$ cat config.mk
export PLATFORM = sky130hd
export DESIGN_NAME = swrl_ram
export DESIGN_NICKNAME = d
export VERILOG_FILES = /design/src/rtl/core/swrl_ram.sv
export SDC_FILE = /design/constraint.sdc
export NUM_CORES = 1
export LEC_CHECK = 0
export BUFFER_PORTS_ARGS = -buffer_cell sky130_fd_sc_hd__buf_2
export CORE_ASPECT_RATIO = 1.2
export CORE_MARGIN = 2
export CORE_UTILIZATION = 28
export DETAILED_ROUTE_END_ITERATION = 8
export PLACE_DENSITY_LB_ADDON = 0.15
export SLEW_MARGIN = 20
export SYNTH_ARGS = -nofsm -noshare
export SYNTH_HDL_FRONTEND = slang
export SYNTH_SLANG_ARGS = --single-unit
$ cat constraint.sdc
create_clock -name clk -period 8.19 [get_ports clk]
set_input_delay 1.2285 -clock clk [delete_from_list [all_inputs] [get_ports clk]]
set_output_delay 1.2285 -clock clk [all_outputs]
set_load 0.005 [all_outputs]
$ cat src/rtl/core/swrl_ram.sv
// Simple dual-port RAM: one write port, one read port with registered data.
// Used for the key table, the per-slot ring pointers and the stamp store.
module swrl_ram #(
  parameter int DEPTH = 16,
  parameter int WIDTH = 64,
  parameter int AW    = (DEPTH > 1) ? $clog2(DEPTH) : 1
) (
  input  logic             clk,
  input  logic             we,
  input  logic [AW-1:0]    waddr,
  input  logic [WIDTH-1:0] wdata,
  input  logic [AW-1:0]    raddr,
  output logic [WIDTH-1:0] rdata
);

  logic [WIDTH-1:0] mem [DEPTH];

  always_ff @(posedge clk) begin
    if (we) begin
      mem[waddr] <= wdata;
    end
  end

  always_ff @(posedge clk) begin
    rdata <= mem[raddr];
  end

endmodule

After elaboration in Yosys (flattened, before gate mapping) --
Memories as Yosys holds them, arrays and structs flattened. A register that Yosys moved wholly into a read port is not among the register bits. Cells that the tools add are included.
Word-level totals: input port bits 74, memory bits (read-only) 0, memories kept 1, bits in writable memories 1024, bits in registers 0, logic and storage cells 3, latch bits 0
Operators by class: bitwise gates (word level) 0, multipliers 0, order comparisons 0, equality and inequality tests 0, add/subtract/negate cells 0, div/mod/pow operators 0, reduce and logical (&&, ||, !) cells 0, shift operators 0, muxes and demuxes 2
Memories:
- mem | words 16, width 64, rd ports 1, clocked after Yosys merged registers in 1, write ports 1, RTL line 16 | logic [WIDTH-1:0] mem [DEPTH];
Operator list (count):
- $mux W1 | 2

Longest topological paths before layout --
Gate-level depths: netlist of run 1.
depth in word-level cells 2, depth in mapped cells 6

Worst setup path before layout of run 1 --
OpenSTA, ideal clock, no wires.
path type input port to flip-flop, start point input port waddr[2], end point memory mem[0][0], enable pin, buffers on the path 0, slack 1.533 ns, required time 7.625 ns, arrival time 6.092 ns, cell stages on the path 2, setup time 0.565 ns, cell sequence or3b_2 -> nor3_1
RTL lines:
- start: declaration | RTL line 10 | input logic [AW-1:0] waddr,
- end: declaration | RTL line 16
Straight into the memory's write port.

Worst setup path after layout of run 1 --
start point input port waddr[2], end point memory mem[9][56], enable pin
Straight into the memory's write port.

==> reports/metrics.cfg, run 1 <==
[outcome]
status = complete, no violations

[pwr]
p_int_w = 0.00938
clockPowerShare_pct = 42.6
power_leakage_nw = 14.6
p_total_w = 0.0119
p_comb_share_pct = 4.6
seqPwrFrac_pct = 52.8
switching_share_pct = 21.0
p_per_area_nw_per_um2 = 257
peakVddDrop_uv = 171
p_sw_w = 0.00250

[global_routing]
grt_max_degree = 139
first_global_vias = 19600
antenna_found_initial = 16
grt_util_all_layers_pct = 14.2
grt_overflow = 0
grt_pass1_wl_um = 146000

[cts]
clkTransAtPathRegs_ns = 0.06
cts_tree = built
cts_buffers = 112
cts.sinks = 1088
cts_resized = 0
cts_setup_buffers = 0
ctsRootBufferMaster = clkbuf_16
cts_max_level = 3
postCtsHoldBufs = 0
clockBufferDepth = 3
clk_latency_ns = 0.71

[placed_design]
gp_congestion = 0.668
portBuffers = 137
dp_hpwl_um = 49200
place_inst = 3582

[route]
viasPerCell = 4.71
vias = 17900
wl_per_cell_um = 26.8
firstDrtPassIters = 5
drc = 0
postRouteAntennaNets = 0
drt-total-wl_um = 102000
drt_iter0_markers = 1528

[synthesis]
synth_area_per_cell_sq_um = 24.0
synthTopCellsByCount = edfxtp_1, mux4_2, a22oi_1
yosysSeqAreaShare_pct = 80.9
synthTopCellsByArea = edfxtp_1, mux4_2, dfxtp_1
synth_top_area_share_pct = 77.7
yosys.area.top_type = edfxtp_1
syn-instance-count = 1647
syn_nets = 1721
ys_types = 18
synth_edf_count = 1024
ys_warn_count = 0
synth_seq_cells = 1088
yosysMostFrequentCell = edfxtp_1
syn_area_sq_um = 39600
synth_top_flop_cell = edfxtp_1
async_flop_share_pct = 0

[worst_hold_path]
min_path_type = reg -> reg
whs_path_depth = 3

[floorplanning]
die-area_sq_um = 144000
die-height_um = 416
row_count = 151
ios = 138
coreArea_sq_um = 141000
die_w_um = 347
initial_core_util_pct = 28.1

[timing]
skew_ns = 0.0182
min_period_ns = 3.25
hold_slack_ns = 0.667
setup_viol = 0
finalCritPeriodShare_pct = 39.7
tns_ns = 0
maxSlewViolCount = 0
maxSlewHeadroom_pct = 33.3
fmax_mhz = 308
tightest_slew_ns = 1.00
hold_violations = 0
rsz0062_at_grt = no

[worst_setup_path]
ff2ff_path_depth = 3
critical_path_arrival_ns = 3.58
worst_ep_required_time_ns = 8.52
critPathCaptureType = flip-flop
path_class = in -> reg
crit_fanout = 29
setup.worst_path.start_class = input port

[job]
drv_cap = 0

[cells_and_area]
drive_above_1_share_pct = 31.6
finish.utilization_pct = 32.9
area_growth_pct = 16.9
final_nets = 1934
stdcell_count = 3795

-- kinds of logic after synthesis --
family / Yosys count / synth area share (%)
flip-flops: 1088 / 80.9
multiplexers: 256 / 14.6
AO/OA/AOI/OAI: 128 / 2.43
AND/OR/NAND/NOR: 91 / 0.942
buffers and inverters: 84 / 1.14
-- routing by layer --
metal / track usage, % / vias up / routed length, um
li1: - / 7497 / -
met1: 19.1 / 9848 / 45400
met2: 23.4 / 362 / 49800
met3: 2.58 / 138 / 4580
met4: 3.91 / 14 / 1890
met5: 0 / - / 87
-- worst max-delay path: stages --
cell	delay, ns
buf_2	0.11
nand3b_1	0.37
nor2_4	0.72
buf_4	0.54
buf_4	0.58
-- cells in the final DEF (no fill, tap or decap), types with 3 or more instances in the layout --
master	netlist	final
edfxtp_1	1024	1024
mux4_2	256	256
buf_2	13	135
a22oi_1	128	128
clkbuf_16	0	113
nand2_1	65	65
dfxtp_1	64	64
buf_4	6	44
clkbuf_1	36	34
clkinv_1	0	19
clkinv_2	0	15
nor2_4	0	13
clkbuf_8	0	13
bufinv_16	0	9
nor3_2	0	4
inv_6	0	4
clkinvlp_4	0	3
-- cell type report --
type / count / area (sq um)
Fill cell: 13200 / 94500
Sequential cell: 1088 / 32000
Multi-Input combinational cell: 475 / 7230
Clock buffer: 160 / 3130
Tap cell: 1836 / 2300
Timing Repair Buffer: 183 / 1080
Clock inverter: 52 / 514
Antenna cell: 1 / 2.50
-- state kept, by name, summed over array words and instances, names as in the netlist --
register,flops
rdata,64
mem,1024
-- power groups by stage --
stage | sequential [W] | combinational [W] | clock (W)
floorplan | 0.00638 | 0.000296 | 0
global placement | 0.00639 | 0.000553 | 0
detailed placement | 0.00639 | 0.000562 | 0
CTS | 0.00627 | 0.000563 | 0.00523
global route | 0.00628 | 0.000596 | 0.00543
finish | 0.00627 | 0.000542 | 0.00507
-- path summary, 6_finish.rpt --
| path | from | to | slack (ns) |
|---|---|---|---|
| hold / removal | mem[14][5]$_DFFE_PP_ | rdata[5]$_DFF_P_ | 0.67 |
| setup reg to reg | mem[9][19]$_DFFE_PP_ | rdata[19]$_DFF_P_ | 6.73 |
| hold reg to reg | mem[14][5]$_DFFE_PP_ | rdata[5]$_DFF_P_ | 0.67 |
| setup / recovery | waddr[2] | mem[9][56]$_DFFE_PP_ | 4.94 |
-- through the flow --
stage / cell area [sq um] / worst slack [ns]
finish: 46300 / 4.94
global placement: 42600 / 4.19
detailed placement: 42600 / 4.13
floorplan: 39600 / 1.53
global route: 46300 / 4.80
CTS: 46300 / 4.91
Note: power is estimated with default switching activity, not from simulation.
==> inputs of run 2 (changes only) <==
ABC_AREA = 1   (was default)
clock period = 3.1 ns   (was 8.19 ns; I/O delays follow)
==> run 2 against run 1 <==
  * Utilization down 0.18 points
  * Power rose to 2.8 times the previous value
  * Die area up 14%
  * Highest routed layer unchanged
  * Design area up 13%
  * Sequential power rose to 2.6 times the previous value
  * Sequential share of layout area down 8.2 points
  * Hold slack worse by 0.56 ns
  * Register-to-register slack worse by 4.7 ns
  * Final cell count up 73%
  * Critical endpoint is now rdata[16]
  * Setup slack worse by 3.6 ns
  * Synthesized cell count rose to 2.6 times the previous value
==> reports/metrics.cfg, run 2 <==
[outcome]
status = complete, no violations

[route]
viasPerCell = 4.34
firstDrtPassIters = 5
drc = 0
drt-total-wl_um = 126000
postRouteAntennaNets = 0
vias = 28400
wl_per_cell_um = 19.3
drt_iter0_markers = 1667

[pwr]
p_comb_share_pct = 6.0
switching_share_pct = 23.2
p_sw_w = 0.00757
p_per_area_nw_per_um2 = 622
seqPwrFrac_pct = 50.7
peakVddDrop_uv = 426
clockPowerShare_pct = 43.3
power_leakage_nw = 21.9
p_int_w = 0.0251

[placed_design]
gp_congestion = 0.704
place_inst = 6325
dp_hpwl_um = 64700
place_area_sq_um = 48600
place_ws_ns = 0.617
portBuffers = 137

[timing]
maxSlewViolCount = 0
min_period_ns = 1.80
setup_viol = 0
skew_ns = 0.0299
rsz0062_at_grt = no
hold_slack_ns = 0.107
tightest_slew_ns = 0.754
hold_violations = 0
finalCritPeriodShare_pct = 58.0
maxSlewHeadroom_pct = 49.6
fmax_mhz = 556
setup_ws_ns = 1.30

[synthesis]
ys_types = 15
synth_adder_area_share_pct = 0
synth_top_area_share_pct = 67.9
yosysMostFrequentCell = nand2_1
syn-instance-count = 4210
async_flop_share_pct = 0
ys_warn_count = 0
synth_area_per_cell_sq_um = 10.8
synthMuxAreaShare_pct = 0
syn_area_sq_um = 45300
synth_xor_area_share_pct = 0
synthTopCellsByCount = nand2_1, edfxtp_1, inv_1
synth_seq_cells = 1088
synth-simple-area-share_pct = 19.9
synth_top_flop_cell = edfxtp_1
syn_nets = 4284
yosysSeqAreaShare_pct = 70.7
synth-compound-area-share_pct = 0
synthTopCellsByArea = edfxtp_1, nand2_1, nand3_1
yosys.area.top_type = edfxtp_1
synth_edf_count = 1024
synth_top_family_by_area = simple AND/OR/NAND/NOR gates

[global_routing]
grt_overflow = 0
first_global_vias = 28200
gr-max-usage-layer = met2
antenna_found_initial = 8
grt_pass1_wl_um = 189000
grtUsageMet3_pct = 2.35
grt_max_degree = 121
grt_util_all_layers_pct = 15.4
grt_use_met2_pct = 26.5
use_met1_pct = 20.1

[cells_and_area]
top_register = mem
final_cell_mix = nand2_1, edfxtp_1, inv_1
stdcell_count = 6555
drive_above_1_share_pct = 9.05
layout_commonest_cell = nand2_1
final_cell_area_sq_um = 52500
fillerInstances = 16100
final-seq-area_sq_um = 32000
reg_top3 = mem x1024, rdata x64
final_nets = 4402
multiInputGateArea_sq_um = 9110
largest_register_ffs = 1024
area_growth_pct = 16.0

[worst_setup_path]
critPathSlowestCell = dfxtp_1
cp_num_buf_inv = 1
crit_fanout = 1
critPathCaptureType = output pin
path_class = reg -> out
critical_path_arrival_ns = 1.33
critPathTopFamily = flip-flops
worst_ep_required_time_ns = 2.63
path_cells = buf_2
setup.worst_path.start_class = flip-flop
slowest_delay_ns = 0.43
rr_startpoint = mem[6][47]$_DFFE_PP_
cp-startpoint = rdata[16]$_DFF_P_

[floorplanning]
ios = 138
initial_core_util_pct = 28.2
coreArea_sq_um = 161000
die-area_sq_um = 165000
die-height_um = 445
row_count = 161
die_w_um = 371

[cts]
cts_resized = 0
cts_setup_buffers = 0
cts.sinks = 1088
cts_max_level = 3
clk_latency_ns = 0.74
ctsRootBufferMaster = clkbuf_16
cts_buffers = 120
clockBufferDepth = 3
clkTransAtPathRegs_ns = 0.06
postCtsHoldBufs = 0
cts_tree = built

[job]
drv_cap = 0

[worst_hold_path]
hold_start = wdata[6]
min_path_type = in -> reg

run 2: cell types whose count changed in the layout (fill, tap and decap cells not counted), moves of 50 or more:
| cell | previous run | this run |
|---|---|---|
| inv_1 | 0 | 770 |
| a22oi_1 | 128 | 0 |
| nand2_1 | 65 | 1349 |
| buf_12 | 2 | 52 |
| nand3_1 | 1 | 769 |
| mux4_2 | 256 | 0 |
run 2: path summary, 6_finish.rpt:
kind,endpoint,slack [ns],depth (start not counted)
max,rdata[16],1.30,1
min,mem[7][6]$_DFFE_PP_,0.11,1
max reg2reg,rdata[47]$_DFF_P_,2.06,6
min reg2reg,rdata[5]$_DFF_P_,0.65,6
run 2: logic make-up (layout without fill, tap and decap cells):
kind of cell           count (synthesis)  count (layout)
DFF                                 1088            1088
other                                  0               3
buffers and inverters                985            1208
and+or+nand+nor                     2137            2137
run 2: layout make-up:
cell class / count / share of cell area (%)
clock inverters: 79 / 1.38
inverters: 774 / 5.61
repair buffers: 207 / 3.60
clock buffers: 148 / 5.99
well taps: 2119 / 5.05
multi-input cells: 2137 / 17.4
flip-flops and latches: 1088 / 61.0
diodes: 3 / 0.0143
run 2: through the flow:
stage | setup TNS (ns) | utilization [%] | total power (W)
after CTS | 0 | 32.7 | 0.0332
after global routing | 0 | 32.7 | 0.0339
after floorplan | -475.91 | - | 0.0180
after detailed placement | 0 | 30.3 | 0.0189
final | 0 | 32.7 | 0.0327
after global placement | 0 | 30.3 | 0.0189
run 2: power by group through the flow:
stage               logic, W  clock network, W  registers [W]
floorplan            0.00111                 0         0.0169
global placement     0.00202                 0         0.0169
detailed placement   0.00202                 0         0.0169
CTS                  0.00203            0.0146         0.0166
global route         0.00222            0.0151         0.0166
finish               0.00196            0.0142         0.0166
run 2: routing by layer:
metal  vias to the layer above  part of all wire [%]
met5                         -                 0.027
met4                         6                   1.7
met3                       151                   4.0
met2                       432                    50
met1                     14000                    45
li1                      13800                     -
run 2: worst reg2reg max path, cell delays in order (launching register included):
cell and delay [ns]:
edfxtp_1 0.40, nand2_1 0.09, nand2_1 0.06, nand2_1 0.06
nand3_1 0.16, nand3_1 0.11, nand2_1 0.05
